--- src/hdl/ssd_pkg.sv ---
// Shared types, codes and constants for the seven-segment serial display driver.
package ssd_pkg;

    typedef logic [1:0]  t_op;
    typedef logic [15:0] t_value;
    typedef logic [7:0]  t_seg;

    localparam t_op OP_TICK   = 2'd0;
    localparam t_op OP_LOAD   = 2'd1;
    localparam t_op OP_RESEND = 2'd2;

    localparam int FRAME_BYTES = 9;
    localparam int BYTE_IDX_W  = $clog2(FRAME_BYTES);

    localparam logic [BYTE_IDX_W-1:0] IDX_LUX_THIRD   = BYTE_IDX_W'(0);
    localparam logic [BYTE_IDX_W-1:0] IDX_LUX_FIRST   = BYTE_IDX_W'(1);
    localparam logic [BYTE_IDX_W-1:0] IDX_LUX_SECOND  = BYTE_IDX_W'(2);
    localparam logic [BYTE_IDX_W-1:0] IDX_LED_LOW     = BYTE_IDX_W'(3);
    localparam logic [BYTE_IDX_W-1:0] IDX_LED_MIXED   = BYTE_IDX_W'(4);
    localparam logic [BYTE_IDX_W-1:0] IDX_VOLT_THIRD  = BYTE_IDX_W'(5);
    localparam logic [BYTE_IDX_W-1:0] IDX_VOLT_FIRST  = BYTE_IDX_W'(6);
    localparam logic [BYTE_IDX_W-1:0] IDX_VOLT_SECOND = BYTE_IDX_W'(7);
    localparam logic [BYTE_IDX_W-1:0] IDX_LED_HIGH    = BYTE_IDX_W'(8);
    localparam logic [BYTE_IDX_W-1:0] IDX_LAST        = BYTE_IDX_W'(FRAME_BYTES - 1);

    localparam t_seg SEG_BLANK     = 8'hFF;
    localparam t_seg SEG_LED_MIXED = 8'h71;
    localparam t_seg SEG_DP_MASK   = 8'h7F;

    localparam t_value INT_LIMIT = 16'd999;

    // Reciprocal constants: floor(v*M >> S) equals v/N for every 16-bit v.
    localparam logic [15:0] RCP_10    = 16'd52429;   // >> 19
    localparam logic [17:0] RCP_100   = 18'd167773;  // >> 24
    localparam logic [16:0] RCP_1000  = 17'd67109;   // >> 26
    localparam logic [18:0] RCP_10000 = 19'd429497;  // >> 32

    function automatic t_seg seg_code(input logic [3:0] digit);
        t_seg code;
        unique case (digit)
            4'd0:    code = 8'h88;
            4'd1:    code = 8'hEE;
            4'd2:    code = 8'h94;
            4'd3:    code = 8'hC4;
            4'd4:    code = 8'hE2;
            4'd5:    code = 8'hC1;
            4'd6:    code = 8'h81;
            4'd7:    code = 8'hEC;
            4'd8:    code = 8'h80;
            4'd9:    code = 8'hC0;
            default: code = SEG_BLANK;
        endcase
        return code;
    endfunction

endpackage

--- src/hdl/ssd_in_if.sv ---
// Command channel: operation code and the two values to display.
interface ssd_in_if;
    import ssd_pkg::*;

    logic   valid;
    logic   ready;
    t_op    operation;
    t_value voltage_value;
    t_value lux_value;

    modport source (output valid, output operation, output voltage_value,
                    output lux_value, input ready);
    modport sink   (input valid, input operation, input voltage_value,
                    input lux_value, output ready);
endinterface

--- src/hdl/ssd_out_if.sv ---
// Result channel: pin levels and status after each command beat.
interface ssd_out_if;
    import ssd_pkg::*;

    logic valid;
    logic ready;
    logic data_pin;
    logic clock_pin;
    logic strobe_pin;
    logic frame_done;
    logic busy_res;
    logic rejected;

    modport source (output valid, output data_pin, output clock_pin, output strobe_pin,
                    output frame_done, output busy_res, output rejected, input ready);
    modport sink   (input valid, input data_pin, input clock_pin, input strobe_pin,
                    input frame_done, input busy_res, input rejected, output ready);
endinterface

--- src/hdl/seven_segment_serial_display_driver.sv ---
// Top level: formats two values into a 9-byte frame and bit-bangs it to a shift chain.
//
// Usage: each beat on i_in carries an operation: tick (0, also 3), load (1) or resend (2).
// Every accepted beat yields exactly one beat on o_out with the data, clock and strobe
// line levels, frame_done, busy_res and rejected. A load formats both values into the
// frame and starts sending; a resend sends the stored frame again; both are rejected
// while a frame is in progress. Each tick while sending moves the serial sequence one
// step: clock up with data, clock down, and after 72 bits strobe up, strobe down.
// A command beat is registered in the input register, processed from there and its
// result is registered in the output register. One beat is taken per cycle while the
// receiver takes results; the step state machine and output register set that rate.
// Digit formatting runs in a two-stage side pipeline of constant-reciprocal multiplies;
// its bytes land before the frame reaches them.
// Reset (i_rst_n low, synchronous) clears both channel registers and the step state,
// drives all lines low and fills the frame with blanks and the fixed mixed-LED byte.
// When the receiver stalls, the result waits in the output register and one further
// command waits in the input register; i_in.ready drops only when both are full.
module seven_segment_serial_display_driver (
    input  logic      i_clk,
    input  logic      i_rst_n,
    ssd_in_if.sink    i_in,
    ssd_out_if.source o_out
);
    import ssd_pkg::*;

    typedef enum logic [1:0] {
        PH_CLK_RISE,
        PH_CLK_FALL,
        PH_STB_RISE,
        PH_STB_FALL
    } t_phase;

    // input register
    logic   r_in_vld;
    t_op    r_in_op;
    t_value r_in_volt;
    t_value r_in_lux;

    // step state
    t_phase                r_phase,    n_phase;
    logic [BYTE_IDX_W-1:0] r_byte_pos, n_byte_pos;
    logic [2:0]            r_bit_pos,  n_bit_pos;
    logic                  r_sending,  n_sending;
    logic                  r_data,     n_data;
    logic                  r_clk,      n_clk;
    logic                  r_stb,      n_stb;
    logic                  n_done;
    logic                  n_rej;
    logic                  n_fmt_start;

    // output register
    logic r_out_vld;
    logic r_out_done;
    logic r_out_rej;

    t_seg r_frame [FRAME_BYTES];
    t_seg w_cur_byte;

    logic w_advance;

    assign w_advance  = r_in_vld && (!r_out_vld || o_out.ready);
    assign i_in.ready = !r_in_vld || w_advance;

    always_ff @(posedge i_clk) begin
        if (!i_rst_n) begin
            r_in_vld <= 1'b0;
        end else if (i_in.ready) begin
            r_in_vld <= i_in.valid;
        end
    end

    always_ff @(posedge i_clk) begin
        if (i_in.valid && i_in.ready) begin
            r_in_op   <= i_in.operation;
            r_in_volt <= i_in.voltage_value;
            r_in_lux  <= i_in.lux_value;
        end
    end

    assign w_cur_byte = (32'(r_byte_pos) < FRAME_BYTES) ? r_frame[r_byte_pos] : SEG_BLANK;

    always_comb begin
        n_phase     = r_phase;
        n_byte_pos  = r_byte_pos;
        n_bit_pos   = r_bit_pos;
        n_sending   = r_sending;
        n_data      = r_data;
        n_clk       = r_clk;
        n_stb       = r_stb;
        n_done      = 1'b0;
        n_rej       = 1'b0;
        n_fmt_start = 1'b0;
        unique case (r_in_op)
            OP_LOAD, OP_RESEND: begin
                if (r_sending) begin
                    n_rej = 1'b1;
                end else begin
                    n_sending   = 1'b1;
                    n_phase     = PH_CLK_RISE;
                    n_byte_pos  = IDX_LAST;
                    n_bit_pos   = 3'd0;
                    n_fmt_start = (r_in_op == OP_LOAD);
                end
            end
            default: begin
                if (r_sending) begin
                    unique case (r_phase)
                        PH_CLK_RISE: begin
                            n_data  = w_cur_byte[r_bit_pos];
                            n_clk   = 1'b1;
                            n_phase = PH_CLK_FALL;
                        end
                        PH_CLK_FALL: begin
                            n_clk     = 1'b0;
                            n_bit_pos = r_bit_pos + 3'd1;
                            n_phase   = PH_CLK_RISE;
                            if (r_bit_pos == 3'd7) begin
                                if (r_byte_pos == '0 || 32'(r_byte_pos) >= FRAME_BYTES) begin
                                    n_byte_pos = IDX_LAST;
                                    n_phase    = PH_STB_RISE;
                                end else begin
                                    n_byte_pos = r_byte_pos - BYTE_IDX_W'(1);
                                end
                            end
                        end
                        PH_STB_RISE: begin
                            n_stb   = 1'b1;
                            n_phase = PH_STB_FALL;
                        end
                        PH_STB_FALL: begin
                            n_stb     = 1'b0;
                            n_phase   = PH_CLK_RISE;
                            n_sending = 1'b0;
                            n_done    = 1'b1;
                        end
                        default: begin
                            n_phase = PH_CLK_RISE;
                        end
                    endcase
                end
            end
        endcase
    end

    always_ff @(posedge i_clk) begin
        if (!i_rst_n) begin
            r_phase    <= PH_CLK_RISE;
            r_byte_pos <= IDX_LAST;
            r_bit_pos  <= 3'd0;
            r_sending  <= 1'b0;
            r_data     <= 1'b0;
            r_clk      <= 1'b0;
            r_stb      <= 1'b0;
            r_out_vld  <= 1'b0;
            r_out_done <= 1'b0;
            r_out_rej  <= 1'b0;
        end else begin
            if (w_advance) begin
                r_phase    <= n_phase;
                r_byte_pos <= n_byte_pos;
                r_bit_pos  <= n_bit_pos;
                r_sending  <= n_sending;
                r_data     <= n_data;
                r_clk      <= n_clk;
                r_stb      <= n_stb;
                r_out_vld  <= 1'b1;
                r_out_done <= n_done;
                r_out_rej  <= n_rej;
            end else if (o_out.ready) begin
                r_out_vld <= 1'b0;
            end
        end
    end

    assign o_out.valid      = r_out_vld;
    assign o_out.data_pin   = r_data;
    assign o_out.clock_pin  = r_clk;
    assign o_out.strobe_pin = r_stb;
    assign o_out.frame_done = r_out_done;
    assign o_out.busy_res   = r_sending;
    assign o_out.rejected   = r_out_rej;

    // Format stage A: quotients by 10, 100, 1000, 10000 through reciprocal multiplies.
    logic        r_fa_vld;
    t_value      r_fa_v   [2];
    logic [12:0] r_fa_q10 [2];
    logic [9:0]  r_fa_q100 [2];
    logic [6:0]  r_fa_q1k [2];
    logic [2:0]  r_fa_q10k [2];

    logic [31:0] w_p10  [2];
    logic [33:0] w_p100 [2];
    logic [32:0] w_p1k  [2];
    logic [34:0] w_p10k [2];
    t_value      w_src  [2];

    assign w_src[0] = r_in_volt;
    assign w_src[1] = r_in_lux;

    always_comb begin
        for (int i = 0; i < 2; i++) begin
            w_p10[i]  = 32'(w_src[i]) * 32'(RCP_10);
            w_p100[i] = 34'(w_src[i]) * 34'(RCP_100);
            w_p1k[i]  = 33'(w_src[i]) * 33'(RCP_1000);
            w_p10k[i] = 35'(w_src[i]) * 35'(RCP_10000);
        end
    end

    always_ff @(posedge i_clk) begin
        if (!i_rst_n) begin
            r_fa_vld <= 1'b0;
        end else begin
            r_fa_vld <= w_advance && n_fmt_start;
        end
    end

    always_ff @(posedge i_clk) begin
        for (int i = 0; i < 2; i++) begin
            r_fa_v[i]    <= w_src[i];
            r_fa_q10[i]  <= w_p10[i][31:19];
            r_fa_q100[i] <= w_p100[i][33:24];
            r_fa_q1k[i]  <= w_p1k[i][32:26];
            r_fa_q10k[i] <= w_p10k[i][34:32];
        end
    end

    // Format stage B: digits by subtraction, segment codes, frame write.
    t_seg        w_first  [2];
    t_seg        w_second [2];
    t_seg        w_third  [2];
    logic [15:0] w_ones   [2];
    logic [12:0] w_tens   [2];
    logic [9:0]  w_hund   [2];
    logic [6:0]  w_thou   [2];

    always_comb begin
        for (int i = 0; i < 2; i++) begin
            w_ones[i] = r_fa_v[i] - (16'(r_fa_q10[i]) * 16'd10);
            w_tens[i] = r_fa_q10[i] - (13'(r_fa_q100[i]) * 13'd10);
            w_hund[i] = r_fa_q100[i] - (10'(r_fa_q1k[i]) * 10'd10);
            w_thou[i] = r_fa_q1k[i] - (7'(r_fa_q10k[i]) * 7'd10);
            if (r_fa_v[i] <= INT_LIMIT) begin
                w_third[i]  = seg_code(w_ones[i][3:0]);
                w_second[i] = (r_fa_q10[i] != '0) ? seg_code(w_tens[i][3:0]) : SEG_BLANK;
                w_first[i]  = (r_fa_q100[i] != '0) ? seg_code(w_hund[i][3:0]) : SEG_BLANK;
            end else begin
                w_third[i]  = seg_code(w_hund[i][3:0]);
                w_second[i] = seg_code(w_thou[i][3:0]) & SEG_DP_MASK;
                w_first[i]  = (r_fa_q10k[i] != '0) ? seg_code({1'b0, r_fa_q10k[i]})
                                                    : SEG_BLANK;
            end
        end
    end

    always_ff @(posedge i_clk) begin
        if (!i_rst_n) begin
            for (int j = 0; j < FRAME_BYTES; j++) begin
                r_frame[j] <= (j == int'(IDX_LED_MIXED)) ? SEG_LED_MIXED : SEG_BLANK;
            end
        end else if (r_fa_vld) begin
            r_frame[IDX_VOLT_FIRST]  <= w_first[0];
            r_frame[IDX_VOLT_SECOND] <= w_second[0];
            r_frame[IDX_VOLT_THIRD]  <= w_third[0];
            r_frame[IDX_LUX_FIRST]   <= w_first[1];
            r_frame[IDX_LUX_SECOND]  <= w_second[1];
            r_frame[IDX_LUX_THIRD]   <= w_third[1];
        end
    end

    // checks
    a_done_idle: assert property (@(posedge i_clk) disable iff (!i_rst_n)
        r_out_vld && r_out_done |-> !r_sending && !r_stb)
        else $error("frame_done with frame still active");

    a_fmt_in_frame: assert property (@(posedge i_clk) disable iff (!i_rst_n)
        r_fa_vld |-> r_sending && r_byte_pos == IDX_LAST)
        else $error("digit write outside the head of a frame");

    a_clk_stb_excl: assert property (@(posedge i_clk) disable iff (!i_rst_n)
        !(r_clk && r_stb))
        else $error("clock and strobe high together");

    a_rej_holds: assert property (@(posedge i_clk) disable iff (!i_rst_n)
        w_advance && n_rej |=> r_sending == $past(r_sending) && r_phase == $past(r_phase))
        else $error("rejected command changed the step state");

endmodule
--- src/flat_wrapper.sv ---
// flat-port wrapper written by rule: the top's interface ports become plain ports
module seven_segment_serial_display_driver_flat import ssd_pkg::*;
  (i_clk, i_rst_n, i_in_valid, i_in_operation, i_in_voltage_value, i_in_lux_value, i_in_ready, o_out_valid, o_out_data_pin, o_out_clock_pin, o_out_strobe_pin, o_out_frame_done, o_out_busy_res, o_out_rejected, o_out_ready);
  ssd_in_if i_in_i ();
  ssd_out_if o_out_i ();
  input  logic i_clk;
  input  logic i_rst_n;
  input wire logic [$bits(i_in_i.valid)-1:0] i_in_valid;
  input wire logic [$bits(i_in_i.operation)-1:0] i_in_operation;
  input wire logic [$bits(i_in_i.voltage_value)-1:0] i_in_voltage_value;
  input wire logic [$bits(i_in_i.lux_value)-1:0] i_in_lux_value;
  output wire logic [$bits(i_in_i.ready)-1:0] i_in_ready;
  output wire logic [$bits(o_out_i.valid)-1:0] o_out_valid;
  output wire logic [$bits(o_out_i.data_pin)-1:0] o_out_data_pin;
  output wire logic [$bits(o_out_i.clock_pin)-1:0] o_out_clock_pin;
  output wire logic [$bits(o_out_i.strobe_pin)-1:0] o_out_strobe_pin;
  output wire logic [$bits(o_out_i.frame_done)-1:0] o_out_frame_done;
  output wire logic [$bits(o_out_i.busy_res)-1:0] o_out_busy_res;
  output wire logic [$bits(o_out_i.rejected)-1:0] o_out_rejected;
  input wire logic [$bits(o_out_i.ready)-1:0] o_out_ready;
  assign i_in_i.valid = i_in_valid;
  assign i_in_i.operation = i_in_operation;
  assign i_in_i.voltage_value = i_in_voltage_value;
  assign i_in_i.lux_value = i_in_lux_value;
  assign i_in_ready = i_in_i.ready;
  assign o_out_valid = o_out_i.valid;
  assign o_out_data_pin = o_out_i.data_pin;
  assign o_out_clock_pin = o_out_i.clock_pin;
  assign o_out_strobe_pin = o_out_i.strobe_pin;
  assign o_out_frame_done = o_out_i.frame_done;
  assign o_out_busy_res = o_out_i.busy_res;
  assign o_out_rejected = o_out_i.rejected;
  assign o_out_i.ready = o_out_ready;
  seven_segment_serial_display_driver u_core (.i_clk(i_clk), .i_rst_n(i_rst_n), .i_in(i_in_i), .o_out(o_out_i));
endmodule
--- config.mk ---
export PLATFORM = sky130hd
export DESIGN_NAME = seven_segment_serial_display_driver_flat
export DESIGN_NICKNAME = d
export VERILOG_FILES = /design/src/hdl/ssd_pkg.sv /design/src/hdl/ssd_in_if.sv /design/src/hdl/ssd_out_if.sv /design/src/hdl/seven_segment_serial_display_driver.sv /design/src/flat_wrapper.sv
export SDC_FILE = /design/constraint.sdc
export NUM_CORES = 2
export LEC_CHECK = 0
export BUFFER_PORTS_ARGS = -buffer_cell sky130_fd_sc_hd__buf_2
export CORE_MARGIN = 2
export CORE_UTILIZATION = 33
export CTS_BUF_LIST = sky130_fd_sc_hd__clkbuf_4
export DETAILED_ROUTE_END_ITERATION = 10
export GPL_TIMING_DRIVEN = 1
export SLEW_MARGIN = 25
export SYNTH_ARGS = -nofsm -noshare
export SYNTH_HDL_FRONTEND = slang
export SYNTH_SLANG_ARGS = --single-unit
--- constraint.sdc ---
create_clock -name i_clk -period 11 [get_ports i_clk]
set_input_delay 1.65 -clock i_clk [delete_from_list [all_inputs] [get_ports i_clk]]
set_output_delay 1.65 -clock i_clk [all_outputs]
set_load 0.02 [all_outputs]
==> metrics.md <==
| Metric | Value |
|---|---|
| Status | finished, final reports clean |
| Startpoint types | register |
| CP max stage cell | edfxtp_1 |
| Vias per cell | 4.73 |
| Largest net degree at the start of global routing | 45 |
| Most frequent cells in the layout | inv_1 (1,117), ha_1 (991), fa_1 (652) |
| EDFF count, synth | 78 |
| Fin nets | around 5.7k |
| Clk_lat worst skew | 0.84 ns |
| Final hold violation count | 0 |
| Clock power frac | 4.0% |
| CTS clk-pin slew, worst paths | 0.22 ns |
| Sw Share | 53.9% |
| Tmin final | 7.15 ns |
| Vias | 26.6k |
| Register bit total from synthesis | roughly 190 |
| WL per Instance | 18.2 µm |
| Routed wire length | 102,000 µm |
| Internal | 5.40 mW |
| CTS max path bufs | 2 |
| Post-CTS setup buffer count | 0 |
| Synthesized instance count | between 3k and 4k |
| Post-place setup slack | 4.06 ns |
| Vias in the first global route | roughly 29k |
| Period utilisation layout | roughly two thirds |
| Top-level I/O count | 46 |
| Final-report max-slew violation count | 0 |
| Total GRT Usage | roughly 17% |
| Root Driver | clkbuf_4 |
| Critical Path AT | between 7 and 8 ns |
| WP data required | 11.72 ns |
| Core footprint | 120,000 µm² |
| Logic pwr share | 87.3% |
| Die X | 353 µm |
| Post-Syn Area per Cell | between 10 and 15 µm² |
| Grt ovf | 0 |
| Critical path class | reg -> reg |
| Max frequency | 0.140 GHz |
| Initial antenna violation count | 5 |
| Synthesized Nets | 5,591 |
| Dpl cells | around 5.6k |
| HP Class | reg -> reg |
| Placed instance area | 42,600 µm² |
| RSZ-0062 raised after global routing | no |
| Antenna viol nets, final | 0 |
| Sink Count | roughly 190 |
| PortBufs | 45 |
| Top_reg_cell synth | dfxtp_1 |
| CP Capture Type | register |
| Peak VDD IR | 0.261 mV |
| Area Overhead vs Synth | 6.94% |
| Maxcap violations | 0 |
| DRC viols | 0 |
| Gp weighted congestion | 0.944 |
| Worst-Margin Slew | 1.04 ns |
| CP max stage delay | between 0.6 and 0.7 ns |
| Unique cell type count in the Yosys netlist | 77 |
| Final HPWL from detailed placement | 86,400 µm |
| Psw | between 6 and 7 mW |
| Sequential fraction of the synthesis area | 11.5% |
| Setup Total Neg Slack | 0 ns |
| Commonest non-fill, non-tap cell in the layout | inv_1 |
| H-tree depth | 4 |
| Row cnt | approximately 130 |
| Mapped cell area | 40,200 µm² |
| Die H | 353 µm |
| DR iter-0 viols | 1,418 |
| Synth warn | 0 |
| First-pass GRT wire length | 163,000 µm |
| Hold Buf Count CTS | 0 |
| Leak | between 20 and 25 nW |
| Asr flop ratio synth | 0% |
| Die area | around 120,000 µm² |
| Skew final | around 0.047 ns |
| Sequential power share | 8.7% |
| Total CTS buffers | 17 |
| Share of layout cells above drive strength 1 | 3.75% |
| Pre-antenna DRT Iters | 7 |
| Initial core utilization | 33.4% |
| CTS tree | done |
| Non-filler cells, final | 5,618 |
| PD cells | 272 nW/µm² |
| Resized cells post-CTS | 0 |
| Final Worst Setup Slack | 3.85 ns |
| Cell mode on critical path | inv_1 |
| Final setup vio count | 0 |
| Worst path cell trace | inv_1 > ha_1 > inv_1 > fa_1 > inv_1 > fa_1 > inv_1 > fa_1 > fa_1 > inv_1 > fa_1 > inv_1 > ha_1 > a211oi_1 > nand2_1 > a31oi_1 > a2111oi_2 > o31ai_1 > a21boi_1 > o21ai_1 > a21boi_1 > o31a_1 |
| Final Cell Area | 43,000 µm² |
| Critical-path maximum fanout | 7 |
| Slew headroom | between 30 and 40% |
==> synth_stat cells (7+ instances only) <==
cell | instances | area, µm²
nor2_1 | 102 | 383
a21oi_1 | 116 | 581
a21o_1 | 46 | 345
clkbuf_1 | 19 | 71.3
dfxtp_1 | 114 | 2280
nand3_1 | 28 | 140
xnor2_1 | 70 | 613
nand4_1 | 19 | 119
a21boi_0 | 7 | 52.6
o21ai_1 | 33 | 165
nor4_1 | 11 | 68.8
fa_1 | 652 | 13100
o211ai_1 | 16 | 120
o21a_1 | 25 | 188
o21ai_0 | 56 | 280
o22ai_1 | 22 | 138
a211oi_1 | 16 | 120
edfxtp_1 | 78 | 2340
nor3_1 | 22 | 110
o221ai_1 | 7 | 61.3
and3_1 | 9 | 56.3
and2_1 | 8 | 50.1
nor2b_1 | 28 | 175
ha_1 | 991 | 12400
a31oi_1 | 13 | 81.3
inv_1 | 1117 | 4190
nand2b_1 | 24 | 150
o31ai_1 | 7 | 52.6
xor2_1 | 23 | 201
nand2_1 | 90 | 338
a22oi_1 | 22 | 165
or2_2 | 8 | 50.1
==> per-layer routing <==
| metal | vias up | part of all wire [%] | GRT usage (%) |
|---|---|---|---|
| li1 | 12664 | - | - |
| met1 | 13186 | 44 | 22.2 |
| met2 | 586 | 47 | 28.2 |
| met3 | 142 | 6.0 | 3.77 |
| met4 | 6 | 3.2 | 5.46 |
| met5 | - | 0.045 | 0 |
==> final timing paths <==
path,slack [ns],cells after the start,from,to
setup / recovery,3.85,22,u_core.r_in_volt[5],u_core.r_fa_q100[0][8]
hold / removal,0.50,2,u_core.o_out.rejected,u_core.o_out.rejected
setup reg to reg,3.85,22,u_core.r_in_volt[5],u_core.r_fa_q100[0][8]
hold reg to reg,0.50,2,u_core.o_out.rejected,u_core.o_out.rejected
==> power groups by stage <==
stage | combinational (mW) | clock, mW | sequential (mW)
after CTS | 10.3 | 0.485 | 1.02
after floorplan | 7.65 | 0 | 1.01
after global routing | 11.9 | 0.509 | 1.04
after global placement | 10.0 | 0 | 1.04
after detailed placement | 10.2 | 0 | 1.04
final | 10.2 | 0.464 | 1.02
==> per-stage QoR <==
| stage | hold WS, ns | utilization (%) | power, mW |
|---|---|---|---|
| after floorplan | 0.463 | - | 8.66 |
| after global placement | 0.452 | 35.4 | 11.1 |
| after detailed placement | 0.484 | 35.4 | 11.3 |
| after CTS | 0.506 | 35.7 | 11.8 |
| after global routing | 0.540 | 35.7 | 13.5 |
| final | 0.500 | 35.7 | 11.7 |
==> logic make-up after synthesis <==
logic type | after synthesis | synth area share (%)
adders and majority gates | 1643 | 63.4
AOI/OAI and AO/OA | 437 | 7.00
buffers and inverters | 1144 | 10.7
and+or+nand+nor | 381 | 4.73
muxes | 20 | 0.654
DFF | 192 | 11.5
xor gates and xnor gates | 93 | 2.03
==> state kept, by name, summed over array words and instances (netlist names), 2 cells and up, named ones only <==
name	cells
u_core.r_frame	44
u_core.r_fa_v	32
u_core.r_fa_q10	26
u_core.r_fa_q100	20
u_core.r_in_lux	16
u_core.r_in_volt	16
u_core.r_fa_q1k	8
u_core.r_fa_q10k	6
u_core.r_byte_pos	4
u_core.r_bit_pos	3
u_core.r_in_op	2
u_core.r_phase	2
==> layout make-up <==
class,count,area (µm²)
clock buffers,17,128
clock inverters,15,205
repair buffers,81,495
diodes,5,12.5
multi-input cells,2574,31300
flip-flops and latches,192,4620
inverters,1122,4210
fillers,12163,77300
well taps,1612,2020
==> worst max-delay path, delay by kind of cell (launching register included) <==
kind / cells / cell delay [ns]
AOI/OAI and AO/OA: 8 / 2.11
adders and majority gates: 7 / 3.40
buffers and inverters: 6 / 0.76
DFF: 1 / 0.67
and+or+nand+nor: 1 / 0.11
Note: power is estimated with default switching activity, not from simulation.
